File: src/websocket_frame_deframer_top_assert.svh
// Assertion macros shared by the WebSocket deframer modules.
`ifndef WEBSOCKET_FRAME_DEFRAMER_TOP_ASSERT_SVH
`define WEBSOCKET_FRAME_DEFRAMER_TOP_ASSERT_SVH

// Same-cycle implication, sampled on clk_i and disabled during reset.
`define WSFD_ASSERT_NOW(label, ante, cons, msg) \
  label: assert property (@(posedge clk_i) disable iff (!rst_ni) (ante) |-> (cons)) \
    else $error(msg);

// Next-cycle implication, sampled on clk_i and disabled during reset.
`define WSFD_ASSERT_NEXT(label, ante, cons, msg) \
  label: assert property (@(posedge clk_i) disable iff (!rst_ni) (ante) |=> (cons)) \
    else $error(msg);

`endif

File: src/wsfd_pkg.sv
// Shared types and constants of the WebSocket frame deframer.
`default_nettype none

package wsfd_pkg;

  // Header byte fields.
  localparam int unsigned FIN_BIT  = 7;
  localparam int unsigned MASK_BIT = 7;

  // Seven-bit length codes that select an extended length field.
  localparam logic [6:0] LEN_EXT16 = 7'd126;
  localparam logic [6:0] LEN_EXT64 = 7'd127;

  // Byte counts of the extended length fields and of the masking key.
  localparam logic [3:0] EXT16_BYTES = 4'd2;
  localparam logic [3:0] EXT64_BYTES = 4'd8;
  localparam logic [2:0] KEY_BYTES   = 3'd4;

  // One result of the deframer.
  typedef struct packed {
    logic [7:0] payload_byte;
    logic       has_data;
    logic [3:0] frame_opcode;
    logic       final_fragment;
    logic       last_of_frame;
  } result_t;

endpackage

`default_nettype wire

File: src/websocket_frame_deframer_top.sv
// Top level of the WebSocket frame deframer with its result register.
`default_nettype none

// Takes one stream byte per cycle unless stalled and returns at most one result
// per byte in the next cycle from an output register. The only loop is the
// parser's state update with its 64-bit length count decrement, so a byte can
// be accepted every cycle. The input stalls only while a result sits in the
// output register and the output side stalls it; the register drains and
// refills in the same cycle, so an unstalled stream runs at one byte per cycle.
module websocket_frame_deframer_top (
  input  wire logic       clk_i,
  input  wire logic       rst_ni,
  input  wire logic       in_valid_i,
  output logic            in_stall_o,
  input  wire logic [7:0] data_byte_i,
  output logic            out_valid_o,
  input  wire logic       out_stall_i,
  output logic [7:0]      payload_byte_o,
  output logic            has_data_o,
  output logic [3:0]      frame_opcode_o,
  output logic            final_fragment_o,
  output logic            last_of_frame_o
);

  logic              accept;
  logic              emit;
  wsfd_pkg::result_t result;
  wsfd_pkg::result_t result_q;
  logic              out_valid_q, out_valid_d;

  // A new transaction is taken unless a held result is still stalled.
  assign in_stall_o = out_valid_q && out_stall_i;
  assign accept     = in_valid_i && !in_stall_o;

  wsfd_parser u_parser (
    .clk_i       (clk_i),
    .rst_ni      (rst_ni),
    .step_i      (accept),
    .data_byte_i (data_byte_i),
    .emit_o      (emit),
    .result_o    (result)
  );

  // Output register: loaded by a byte that yields a result, cleared when drained.
  always_comb begin
    if (accept) begin
      out_valid_d = emit;
    end else begin
      out_valid_d = out_valid_q && out_stall_i;
    end
  end

  always_ff @(posedge clk_i or negedge rst_ni) begin
    if (!rst_ni) begin
      out_valid_q <= 1'b0;
    end else begin
      out_valid_q <= out_valid_d;
    end
  end

  always_ff @(posedge clk_i) begin
    if (accept && emit) begin
      result_q <= result;
    end
  end

  assign out_valid_o      = out_valid_q;
  assign payload_byte_o   = result_q.payload_byte;
  assign has_data_o       = result_q.has_data;
  assign frame_opcode_o   = result_q.frame_opcode;
  assign final_fragment_o = result_q.final_fragment;
  assign last_of_frame_o  = result_q.last_of_frame;

`include "websocket_frame_deframer_top_assert.svh"

  `WSFD_ASSERT_NEXT(a_result_loaded, accept && emit, out_valid_o, "result of accepted byte lost")
  `WSFD_ASSERT_NEXT(a_result_drained, out_valid_o && !out_stall_i && !in_valid_i, !out_valid_o, "drained result repeated")
  `WSFD_ASSERT_NOW(a_marker_shape, out_valid_o && !has_data_o, last_of_frame_o && (payload_byte_o == 8'd0), "malformed empty-frame marker")

endmodule

`default_nettype wire

File: src/wsfd_parser.sv
// Frame header parser and payload unmasking, one byte per step.
`default_nettype none

module wsfd_parser (
  input  wire logic             clk_i,
  input  wire logic             rst_ni,
  input  wire logic             step_i,
  input  wire logic [7:0]       data_byte_i,
  output logic                  emit_o,
  output wsfd_pkg::result_t     result_o
);

  typedef enum logic [2:0] {
    ST_HDR0,
    ST_HDR1,
    ST_EXTLEN,
    ST_MASKKEY,
    ST_PAYLOAD
  } state_e;

  state_e      state_q, state_d;
  logic [3:0]  ext_left_q, ext_left_d;
  logic [63:0] remaining_q, remaining_d;
  logic [31:0] key_q, key_d;
  logic [2:0]  key_left_q, key_left_d;
  logic [1:0]  key_pos_q, key_pos_d;
  logic        masked_q, masked_d;
  logic [3:0]  opcode_q, opcode_d;
  logic        fin_q, fin_d;

  logic [6:0]  len7;
  logic [3:0]  ext_left_dec;
  logic [2:0]  key_left_dec;
  logic [63:0] ext_shift;
  logic [7:0]  key_byte;

  assign len7         = data_byte_i[6:0];
  assign ext_left_dec = ext_left_q - 4'd1;
  assign key_left_dec = key_left_q - 3'd1;
  assign ext_shift    = {remaining_q[55:0], data_byte_i};
  assign key_byte     = key_q[(5'd24 - {key_pos_q, 3'b000}) +: 8];

  // Next-state and result logic for one received byte.
  always_comb begin
    state_d     = state_q;
    ext_left_d  = ext_left_q;
    remaining_d = remaining_q;
    key_d       = key_q;
    key_left_d  = key_left_q;
    key_pos_d   = key_pos_q;
    masked_d    = masked_q;
    opcode_d    = opcode_q;
    fin_d       = fin_q;
    emit_o      = 1'b0;
    result_o    = '{payload_byte: 8'd0, has_data: 1'b0, frame_opcode: opcode_q,
                    final_fragment: fin_q, last_of_frame: 1'b1};

    unique case (state_q)
      ST_HDR1: begin
        masked_d = data_byte_i[wsfd_pkg::MASK_BIT];
        if ((len7 == wsfd_pkg::LEN_EXT16) || (len7 == wsfd_pkg::LEN_EXT64)) begin
          ext_left_d  = (len7 == wsfd_pkg::LEN_EXT16) ? wsfd_pkg::EXT16_BYTES
                                                      : wsfd_pkg::EXT64_BYTES;
          remaining_d = '0;
          state_d     = ST_EXTLEN;
        end else begin
          remaining_d = {57'd0, len7};
          if (data_byte_i[wsfd_pkg::MASK_BIT]) begin
            key_d      = '0;
            key_left_d = wsfd_pkg::KEY_BYTES;
            state_d    = ST_MASKKEY;
          end else begin
            key_pos_d = 2'd0;
            state_d   = (len7 == 7'd0) ? ST_HDR0 : ST_PAYLOAD;
            emit_o    = (len7 == 7'd0);
          end
        end
      end
      ST_EXTLEN: begin
        remaining_d = ext_shift;
        ext_left_d  = ext_left_dec;
        if (ext_left_dec == 4'd0) begin
          if (masked_q) begin
            key_d      = '0;
            key_left_d = wsfd_pkg::KEY_BYTES;
            state_d    = ST_MASKKEY;
          end else begin
            key_pos_d = 2'd0;
            state_d   = (ext_shift == 64'd0) ? ST_HDR0 : ST_PAYLOAD;
            emit_o    = (ext_shift == 64'd0);
          end
        end
      end
      ST_MASKKEY: begin
        key_d      = {key_q[23:0], data_byte_i};
        key_left_d = key_left_dec;
        if (key_left_dec == 3'd0) begin
          key_pos_d = 2'd0;
          state_d   = (remaining_q == 64'd0) ? ST_HDR0 : ST_PAYLOAD;
          emit_o    = (remaining_q == 64'd0);
        end
      end
      ST_PAYLOAD: begin
        // The count is never zero here, so the last byte is the one at count one.
        remaining_d            = remaining_q - 64'd1;
        key_pos_d              = key_pos_q + 2'd1;
        emit_o                 = 1'b1;
        result_o.payload_byte  = masked_q ? (data_byte_i ^ key_byte) : data_byte_i;
        result_o.has_data      = 1'b1;
        result_o.last_of_frame = (remaining_q == 64'd1);
        if (remaining_q == 64'd1) begin
          state_d = ST_HDR0;
        end
      end
      default: begin
        fin_d    = data_byte_i[wsfd_pkg::FIN_BIT];
        opcode_d = data_byte_i[3:0];
        state_d  = ST_HDR1;
      end
    endcase
  end

  // Parser state, advanced once per accepted byte.
  always_ff @(posedge clk_i or negedge rst_ni) begin
    if (!rst_ni) begin
      state_q     <= ST_HDR0;
      ext_left_q  <= '0;
      remaining_q <= '0;
      key_q       <= '0;
      key_left_q  <= '0;
      key_pos_q   <= '0;
      masked_q    <= 1'b0;
      opcode_q    <= '0;
      fin_q       <= 1'b0;
    end else if (step_i) begin
      state_q     <= state_d;
      ext_left_q  <= ext_left_d;
      remaining_q <= remaining_d;
      key_q       <= key_d;
      key_left_q  <= key_left_d;
      key_pos_q   <= key_pos_d;
      masked_q    <= masked_d;
      opcode_q    <= opcode_d;
      fin_q       <= fin_d;
    end
  end

`include "websocket_frame_deframer_top_assert.svh"

  `WSFD_ASSERT_NOW(a_payload_count, state_q == ST_PAYLOAD, remaining_q != 64'd0, "payload phase with zero count")
  `WSFD_ASSERT_NOW(a_ext_count, state_q == ST_EXTLEN, ext_left_q != 4'd0, "extended length phase with zero count")
  `WSFD_ASSERT_NOW(a_marker_last, emit_o && !result_o.has_data, result_o.last_of_frame && (result_o.payload_byte == 8'd0), "empty marker not last or not zero")

endmodule

`default_nettype wire
File: config.mk
export PLATFORM = sky130hd
export DESIGN_NAME = websocket_frame_deframer_top
export DESIGN_NICKNAME = d
export VERILOG_FILES = /design/src/wsfd_pkg.sv /design/src/websocket_frame_deframer_top.sv /design/src/wsfd_parser.sv
export VERILOG_INCLUDE_DIRS = /design/src /design/src/src
export SDC_FILE = /design/constraint.sdc
export NUM_CORES = 1
export LEC_CHECK = 0
export BUFFER_PORTS_ARGS = -buffer_cell sky130_fd_sc_hd__buf_4
export CAP_MARGIN = 30
export CORE_MARGIN = 4
export CORE_UTILIZATION = 40
export DETAILED_ROUTE_END_ITERATION = 12
export PLACE_DENSITY_LB_ADDON = 0.1
export SKIP_LAST_GASP = 1
export SLEW_MARGIN = 20
export SYNTH_ARGS = -nofsm -noshare
export SYNTH_HDL_FRONTEND = slang
export SYNTH_SLANG_ARGS = --single-unit
export TNS_END_PERCENT = 1
File: constraint.sdc
create_clock -name clk_i -period 4.15 [get_ports clk_i]
set_input_delay 0.6225 -clock clk_i [delete_from_list [all_inputs] [get_ports clk_i]]
set_output_delay 0.6225 -clock clk_i [all_outputs]
set_load 0.1 [all_outputs]
==> summary.md, run 1 <==
| Metric | Value |
|---|---|
| Outcome | `finished, final reports clean` |
| VDD IR-drop max | `339 µV` |
| Hold_ws | `0.225 ns` |
| Crit path DAT | `3.11 ns` |
| H-Tree Depth | `4` |
| Post-Syn Area | `0.00739 mm²` |
| Synthesized area per cell | `9.10 µm²` |
| Final hold vios | `0` |
| Tightest Pin Transition | `0.810 ns` |
| Post_cts resized | `0` |
| Post-synth top area share | `0.389` |
| Clock Path Buffers | `2` |
| Core ar. | `0.0181 mm²` |
| Post-route clock period utilization | `0.721` |
| Net Count, Synth | `830` |
| Vias/cell | `6.32` |
| IO Count | `29` |
| Min setup slack post-route | `1.16 ns` |
| Setup Viol. Count Final | `0` |
| RR Startpoint | `u_parser.remaining_q[4]$_DFFE_PN0P_` |
| Worst Path Required | `4.27 ns` |
| Worst reg-to-reg setup slack | `1.16 ns` |
| Max cap viols | `0` |
| Clk pin slew, worst setup/hold paths | `0.06 ns` |
| DP Area | `0.00784 mm²` |
| Finished Cell Area | `0.00842 mm²` |
| # rows | `49` |
| Pwr/cell area | `712 mW/mm²` |
| CTS sink cnt | `130` |
| Synth cell count leaders | `dfrtp_1, o21ai_0, nand2_1, nor2_1, a21oi_1` |
| Post-route setup TNS | `0 ns` |
| Die X | `144 µm` |
| CTS Buf Count | `17` |
| Gr usage total | `0.218` |
| First-pass GRT wire length | `35,900 µm` |
| Routed Antenna Nets | `0` |
| Fmax | `0.334 GHz` |
| Seq/Total Area, Yosys | `0.450` |
| Hpwl dp | `14,800 µm` |
| Root Buffer | `clkbuf_16` |
| Worst Setup End Kind | `flop` |
| Fin. max-slew vios | `0` |
| Crit-path max FO | `15` |
| Pre-CTS setup slack | `1.20 ns` |
| Antenna violations before repair | `0` |
| Ys Warns | `0` |
| Startpoint types | `flop` |
| Port bufs | `28` |
| Fillers | `1,719` |
| Die area | `0.0207 mm²` |
| N_diodes | `0` |
| Clk Latency, worst-skew pair | `0.43 ns` |
| Synth top area cells | `dfrtp_1, edfxtp_1, o21ai_0` |
| Layout area overhead | `13.9%` |
| Iter 0 DRT Violations | `759` |
| Most common cell in the netlist | `dfrtp_1` |
| EDFF count, synth | `15` |
| Ys async rst share | `0.885` |
| R2r endpoint | `payload_byte_o[5]$_SDFFCE_PN0P_` |
| Starting density of the core | `0.409` |
| Pin count of the biggest net entering global routing | `99` |
| 1st-pass router iterations | `6` |
| Skew final | `0.00688 ns` |
| CTS tree | `done` |
| Drt wl/cell | `20.4 µm` |
| Post-Route WL | `21,800 µm` |
| Reg2Reg Depth | `7` |
| Crit path time final | `2.99 ns` |
| Grt ovf | `0` |
| Post-synthesis cell type count | `66` |
| DRC viols | `0` |
| RSZ-0062 raised after global routing | `no` |
| Synth area leader | `dfrtp_1` |
| Post-CTS setup buffer count | `0` |
| Vias in the first global route | `6,515` |
| Final net count | `842` |
| Die H | `144 µm` |
| Post-CTS Hold Buffers | `0` |
| Top FF cell, synth | `dfrtp_1` |
| Tot Pwr | `6000 µW` |
| Relative slew margins | `0.455` |
| HP Class | `in -> async` |
| Static Leak | `0.00344 µW` |
| Synth Instances | `812` |
| Vias post-DR | `6,738` |
| Critical path class | `reg -> reg` |
| Gpl congestion | `0.898` |
| Share of layout cells above drive strength 1 | `0.130` |
| Yosys reg bits | `130` |
==> stage by stage <==
| step | instances | utilization |
|---|---|---|
| after floorplan | 812 | - |
| after global placement | 1034 | 0.434 |
| after detailed placement | 1034 | 0.434 |
| after CTS | 1066 | 0.466 |
| after global routing | 1066 | 0.466 |
| final | 1066 | 0.466 |
==> metal layers <==
| metal | wire length, µm | share of wire | GRT usage | up-vias |
|---|---|---|---|---|
| met3 | 1490 | 0.068 | 0.0453 | 31 |
| met2 | 9940 | 0.46 | 0.332 | 294 |
| met4 | 333 | 0.015 | 0.0684 | 0 |
| met5 | 0 | 0 | 0 | - |
| met1 | 10000 | 0.46 | 0.313 | 3312 |
| li1 | - | - | - | 3101 |
==> worst max path at each step <==
| stage | start | cells past startpoint | slack, ns | endpoint |
|---|---|---|---|---|
| final | u_parser.remaining_q[4]$_DFFE_PN0P_ | 7 | 1.16 | payload_byte_o[5]$_SDFFCE_PN0P_ |
| after global routing | u_parser.remaining_q[2]$_DFFE_PN0P_ | 7 | 0.97 | payload_byte_o[5]$_SDFFCE_PN0P_ |
| after CTS | u_parser.remaining_q[4]$_DFFE_PN0P_ | 7 | 1.21 | payload_byte_o[5]$_SDFFCE_PN0P_ |
| after detailed placement | u_parser.remaining_q[4]$_DFFE_PN0P_ | 7 | 1.20 | payload_byte_o[6]$_SDFFCE_PN0P_ |
| after global placement | u_parser.remaining_q[56]$_DFFE_PN0P_ | 7 | 1.28 | payload_byte_o[4]$_SDFFCE_PN0P_ |
| after floorplan | u_parser.remaining_q[56]$_DFFE_PN0P_ | 6 | 1.02 | final_fragment_o$_DFFE_PP_ |
==> area by class of cell <==
type,instances,area (µm²),area share
clock buffers,19,454,0.0539
repair buffers,45,350,0.0416
clock inverters,13,124,0.0147
flip-flops and latches,130,3330,0.395
inverters,18,67.6,0.00802
well taps,229,287,0.0340
multi-input cells,612,3810,0.453
==> flip-flops by register name, summed over array words and instances, names as in the netlist <==
| name | flops |
|---|---|
| has_data_o | 1 |
| u_parser.state_q | 3 |
| final_fragment_o | 1 |
| u_parser.ext_left_q | 4 |
| u_parser.key_pos_q | 2 |
| u_parser.key_q | 32 |
| u_parser.masked_q | 1 |
| u_parser.remaining_q | 64 |
| u_parser.key_left_q | 3 |
| last_of_frame_o | 1 |
| u_parser.opcode_q | 4 |
| out_valid_o | 1 |
| frame_opcode_o | 4 |
| payload_byte_o | 8 |
| u_parser.fin_q | 1 |
==> cell usage in the layout (no fill, tap or decap), drive strengths merged, types with 9 or more instances in the layout <==
cell type,instances
dfrtp,115
o21ai,86
nand2,73
nor2,69
a21oi,47
buf,45
nor3,43
a22o,33
nand3,29
inv,24
nor4,23
a22oi,19
clkbuf,19
o211ai,15
edfxtp,15
or3,15
nand4,13
and3,13
a32oi,11
or4,11
xor2,9
==> cells by family after synthesis <==
| family | Yosys count | share of synthesized area |
|---|---|---|
| flops | 130 | 0.450 |
| compound gates | 254 | 0.224 |
| xor+xnor | 12 | 0.0142 |
| mux | 16 | 0.0364 |
| buf+inv | 70 | 0.0361 |
| fa+ha+maj | 6 | 0.0102 |
| simple gates | 324 | 0.229 |
==> report_power, final <==
group	switching [µW]	internal, µW
sequential	411	1600
combinational	1650	848
clock	612	869
==> critical path, stage by stage (launching register included) <==
cell,delay [ns]
dfrtp_1,0.42
nor4_1,0.73
and3_1,0.44
nand3_2,0.26
nor2_1,0.30
a22oi_1,0.13
nor2_1,0.12
buf_4,0.26
Power figures use the tool's default switching activity.
==> run 2: changes to the inputs <==
Clock period 4.15 ns to 2.5 ns, I/O delays scaled along.
==> run 2 against run 1 <==
Compared with the run above:
- the flow now finishes with violations (negative setup slack)
- global-route usage up 1.3 points
- total power rose by 77%
- sequential share of layout area fell by 3.1 points
- clock skew rose by 0.0042 ns
- largest cell class unchanged
- largest power group unchanged
==> summary.md, run 2 (synthesis gave the netlist of run 1 again) <==
| Metric | Value |
|---|---|
| Outcome | `finished, violations left` |
| Failing checks | `negative setup slack` |
| Gr usage total | `0.231` |
| Final hold vios | `0` |
| Startpoint types | `flop` |
| R2r endpoint | `payload_byte_o[6]$_SDFFCE_PN0P_` |
| CTS tree | `done` |
| Port bufs | `28` |
| CTS sink cnt | `130` |
| Setup Viol. Count Final | `15` |
| Drt wl/cell | `20.0 µm` |
| DRC viols | `0` |
| Static Leak | `0.00389 µW` |
| Hold Crit Endpoint | `out_valid_o$_DFF_PN0_` |
| Vias post-DR | `7,110` |
| CP dominant cell by count | `or4_4` |
| RR Startpoint | `u_parser.remaining_q[59]$_DFFE_PN0P_` |
| Fin cells | `1,156` |
| Clock Path Buffers | `2` |
| Met3 global-route usage | `0.0433` |
| Top reg by flops | `u_parser.remaining_q` |
| Starting density of the core | `0.409` |
| Gpl congestion | `0.922` |
| Post-CTS setup buffer count | `0` |
| Vias/cell | `6.15` |
| N_diodes | `0` |
| Gr busiest metal | `met2` |
| Delay-heaviest family, CP | `simple AND/OR/NAND/NOR gates` |
| Hpwl dp | `16,400 µm` |
| Post-Route WL | `23,200 µm` |
| Bufs and invs on worst path | `1` |
| H-Tree Depth | `4` |
| Most common cell after layout, fill and taps aside | `buf_4` |
| CP cell instances | `or4_4 -> or4_4 -> or4_1 -> o31ai_1 -> a22oi_2 -> nor2_4 -> buf_12` |
| 1st-pass router iterations | `5` |
| # rows | `49` |
| Final net count | `932` |
| First-pass GRT wire length | `37,800 µm` |
| WHS Path Cells | `3` |
| Crit path DAT | `2.79 ns` |
| Routed Antenna Nets | `0` |
| DP Area | `0.00856 mm²` |
| Hold_ws | `0.220 ns` |
| Reg2Reg Depth | `7` |
| Post-route clock period utilization | `1.07` |
| IO Count | `29` |
| Share of layout cells above drive strength 1 | `0.218` |
| Tightest Pin Transition | `0.782 ns` |
| Skew final | `0.0111 ns` |
| Met1 GRT Util | `0.343` |
| Most frequent cells in the layout | `buf_4, dfrtp_1, o21ai_0` |
| Clk pin slew, worst setup/hold paths | `0.06 ns` |
| Crit-path max FO | `15` |
| Finished Cell Area | `0.00913 mm²` |
| RSZ-0062 raised after global routing | `yes` |
| Crit path time final | `2.67 ns` |
| Die H | `144 µm` |
| Worst Path Required | `2.62 ns` |
| Max cap viols | `0` |
| Critical Path Source | `u_parser.remaining_q[59]$_DFFE_PN0P_` |
| CTS Buf Count | `17` |
| Iter 0 DRT Violations | `838` |
| Clk Latency, worst-skew pair | `0.42 ns` |
| Hold Crit Start | `out_stall_i` |
| Fin. max-slew vios | `0` |
| Antenna violations before repair | `0` |
| Dpl cells | `1,123` |
| Root Buffer | `clkbuf_16` |
| HP Class | `in -> reg` |
| Pre-CTS setup slack | `-0.183 ns` |
| Pwr/cell area | `1160 mW/mm²` |
| Critical path class | `reg -> reg` |
| Die area | `0.0207 mm²` |
| Met2 Usage GRT | `0.353` |
| Die X | `144 µm` |
| Vias in the first global route | `6,863` |
| Min setup slack post-route | `-0.167 ns` |
| Fmax | `0.375 GHz` |
| Worst Setup End Kind | `flop` |
| Worst stage delay on the critical path | `0.53 ns` |
| VDD IR-drop max | `544 µV` |
| Grt ovf | `0` |
| Pin count of the biggest net entering global routing | `55` |
| Layout area overhead | `23.5%` |
| Max reg flops | `64` |
| Core ar. | `0.0181 mm²` |
| Relative slew margins | `0.473` |
| CP max-delay cell | `or4_4` |
| Worst reg-to-reg setup slack | `-0.17 ns` |
## run 2: worst max path at each step
stage	to	slack [ns]	depth (start not counted)
after floorplan	final_fragment_o$_DFFE_PP_	-0.19	6
after global placement	payload_byte_o[6]$_SDFFCE_PN0P_	-0.19	7
after detailed placement	payload_byte_o[6]$_SDFFCE_PN0P_	-0.18	7
after CTS	payload_byte_o[6]$_SDFFCE_PN0P_	-0.16	7
after global routing	payload_byte_o[6]$_SDFFCE_PN0P_	-0.25	7
final	payload_byte_o[6]$_SDFFCE_PN0P_	-0.17	7
## run 2: what timing repair did
action | CTS | global route
gates resized for setup | 1 | 0
endpoints found under the hold margin | 29 | 0
pin swaps | 0 | 1
setup endpoints to repair | 15 | 54
hold buffers | 1 | 0
## run 2: cell type report
type | count | area, µm²
clock buffer | 19 | 453
clock inverter | 13 | 100
fill | 1687 | 8960
inverter | 18 | 67.6
multi-input combinational | 612 | 3830
sequential | 130 | 3330
tap | 229 | 287
timing repair buffer | 135 | 1070
## run 2: per-stage QoR
step | total power, µW | TNS, ns | util
after floorplan | 6260 | -2.94 | -
after global placement | 8140 | -2.78 | 0.473
after detailed placement | 8230 | -2.72 | 0.473
after CTS | 10600 | -2.28 | 0.505
after global routing | 11300 | -8.41 | 0.505
final | 10600 | -2.39 | 0.505
## run 2: tightest hold or removal path, stage by stage
cell and delay [ns]:
buf_4 0.08, nand2_1 0.07, o21ai_0 0.07
## run 2: power breakdown
part	switching, µW	total [µW]	internal, µW
Sequential	523	3190	2660
Clock	1000	2340	1340
Combinational	3110	5090	1980
Total	4630	10600	5990
## run 2: layer usage
metal	vias up	share of wire
met2	256	0.46
met1	3551	0.47
li1	3285	-
met4	0	0.0096
met3	18	0.059
met5	-	0
==> run 3: changes to the inputs <==
Settings changed: CORE_UTILIZATION 40 to 30.
==> run 3 against run 2 <==
Compared with the run above:
- non-clock buffer count down 5
- combinational power grew 1%
- the flow still finishes with violations (negative setup slack)
- highest routed layer unchanged
- largest cell class unchanged
- critical path type unchanged
- via count is 0.42% lower
- critical endpoint is now payload_byte_o[1]$_SDFFCE_PN0P_
==> summary.md, run 3 (synthesis gave the netlist of run 1 again) <==
| Metric | Value |
|---|---|
| Dpl cells | `1,212` |
| Vias post-DR | `7,080` |
| Outcome | `finished, violations left` |
| Most common cell after layout, fill and taps aside | `buf_4` |
| R2r endpoint | `payload_byte_o[1]$_SDFFCE_PN0P_` |
| Core ar. | `0.0242 mm²` |
| Fin cells | `1,246` |
| Critical Path Source | `u_parser.remaining_q[59]$_DFFE_PN0P_` |
| Hold_ws | `0.222 ns` |
| Vias/cell | `5.68` |
| Layout area overhead | `25.7%` |
| CTS sink cnt | `130` |
| Max cap viols | `0` |
| RSZ-0062 raised after global routing | `yes` |
| RR Startpoint | `u_parser.remaining_q[59]$_DFFE_PN0P_` |
| Relative slew margins | `0.487` |
| Hpwl dp | `17,300 µm` |
| Root Buffer | `clkbuf_16` |
| VDD IR-drop max | `461 µV` |
| Bufs and invs on worst path | `1` |
| DRC viols | `0` |
| Iter 0 DRT Violations | `619` |
| # rows | `57` |
| Routed Antenna Nets | `0` |
| Pin count of the biggest net entering global routing | `68` |
| Worst Setup End Kind | `flop` |
| Pwr/cell area | `1180 mW/mm²` |
| Port bufs | `28` |
| First-pass GRT wire length | `40,400 µm` |
| Number of cells on the critical path | `7` |
| Worst Path Required | `2.64 ns` |
| Clock Path Buffers | `2` |
| 1st-pass router iterations | `6` |
| Static Leak | `0.00390 µW` |
| Final net count | `927` |
| Reg2Reg Depth | `7` |
| Tot Pwr | `10,900 µW` |
| Crit path capture | `payload_byte_o[1]$_SDFFCE_PN0P_` |
| HP Class | `in -> reg` |
| Worst reg-to-reg setup slack | `-0.16 ns` |
| Startpoint types | `flop` |
| Delay-heaviest family, CP | `simple AND/OR/NAND/NOR gates` |
| Failing checks | `negative setup slack` |
| Final Util | `0.383` |
| CTS Buf Count | `17` |
| Drt wl/cell | `19.8 µm` |
| N_diodes | `0` |
| Crit path DAT | `2.80 ns` |
| Final hold vios | `0` |
| Max reg flops | `64` |
| Critical path class | `reg -> reg` |
| Post-Route WL | `24,700 µm` |
| CP cell instances | `or4_4 -> or4_4 -> or4_1 -> o31ai_1 -> a22oi_2 -> nor2_4 -> buf_12` |
| Min setup slack post-route | `-0.158 ns` |
| Crit-path max FO | `14` |
| Most frequent cells in the layout | `buf_4, dfrtp_1, o21ai_0` |
| Tightest Pin Transition | `0.761 ns` |
| Clk Latency, worst-skew pair | `0.43 ns` |
| Post-route clock period utilization | `1.06` |
| Gpl congestion | `0.889` |
| Setup Viol. Count Final | `16` |
| CP dominant cell by count | `or4_4` |
| CP max-delay cell | `or4_4` |
| Fillers | `2,410` |
| Worst stage delay on the critical path | `0.54 ns` |
| Die area | `0.0272 mm²` |
| Starting density of the core | `0.305` |
| Antenna violations before repair | `0` |
| Grt ovf | `0` |
| Clk pin slew, worst setup/hold paths | `0.07 ns` |
| CTS tree | `done` |
| IO Count | `29` |
| Die H | `165 µm` |
| Vias in the first global route | `7,214` |
| Skew final | `0.00951 ns` |
| Fmax | `0.376 GHz` |
| Fin. max-slew vios | `0` |
| Top reg by flops | `u_parser.remaining_q` |
| Share of layout cells above drive strength 1 | `0.214` |
| Die X | `165 µm` |
| Gr usage total | `0.189` |
| H-Tree Depth | `4` |
| Crit path time final | `2.66 ns` |
-- run 3: changes by cell type in the layout (fill, tap and decap cells not counted), sizes merged --
| cell | previous run | this run |
|---|---|---|
| clkinvlp | 2 | 1 |
| inv | 24 | 27 |
| clkbuf | 19 | 17 |
| buf | 134 | 129 |
-- run 3: layer usage --
layer / track usage / up-vias / routed length, µm
met4: 0.0560 / 0 / 320
met1: 0.262 / 3543 / 11300
met2: 0.300 / 237 / 11700
li1: - / 3273 / -
met3: 0.0354 / 27 / 1340
met5: 0 / - / 0
-- run 3: how the worst min path moves through the flow --
stage | from | to | slack, ns | cells past startpoint
floorplan | rst_ni | out_valid_o$_DFF_PN0_ | 0.08 | 0
global placement | u_parser.opcode_q[3]$_DFFE_PN0P_ | frame_opcode_o[3]$_DFFE_PP_ | 0.43 | 0
detailed placement | u_parser.opcode_q[0]$_DFFE_PN0P_ | frame_opcode_o[0]$_DFFE_PP_ | 0.43 | 0
CTS | out_stall_i | out_valid_o$_DFF_PN0_ | 0.20 | 3
global route | data_byte_i[5] | u_parser.key_q[5]$_DFFE_PN0P_ | 0.23 | 2
finish | out_stall_i | out_valid_o$_DFF_PN0_ | 0.22 | 3
-- run 3: power by group --
part	internal [µW]	switching [µW]	total, µW
registers	2660	546	3210
logic	2020	3130	5160
clock network	1360	1220	2580
total	6050	4900	10900
-- run 3: worst register-to-register path, delay by kind of cell, from the launching register on --
family	cells	cell delay [ns]
flops	1	0.38
buf+inv	1	0.16
compound gates	2	0.21
simple gates	4	1.62
-- run 3: final cells by class --
| class | count | area, µm² | area share |
|---|---|---|---|
| Clock buffer | 17 | 425 | 0.0458 |
| Clock inverter | 15 | 183 | 0.0197 |
| Inverter | 18 | 67.6 | 0.00727 |
| Multi-Input combinational cell | 612 | 3830 | 0.412 |
| Sequential cell | 130 | 3330 | 0.358 |
| Tap cell | 324 | 405 | 0.0436 |
| Timing Repair Buffer | 130 | 1050 | 0.113 |
-- run 3: metrics by stage --
step	TNS, ns	instance area [µm²]	setup slack [ns]
finish	-2.28	9290	-0.158
global route	-7.02	9290	-0.254
CTS	-2.38	9280	-0.169
detailed placement	-2.67	8660	-0.183
global placement	-2.51	8660	-0.172
floorplan	-2.94	7400	-0.190
-- run 3: timing repair --
| action | 4_1_cts | 5_1_grt |
|---|---|---|
| hold buffers | 1 | 0 |
| endpoints found under the hold margin | 19 | 0 |
| buffers inserted | 0 | 1 |
| pin swaps | 0 | 1 |
| gates resized for setup | 1 | 0 |
| gates cloned | 0 | 0 |
| setup endpoints to repair | 15 | 58 |
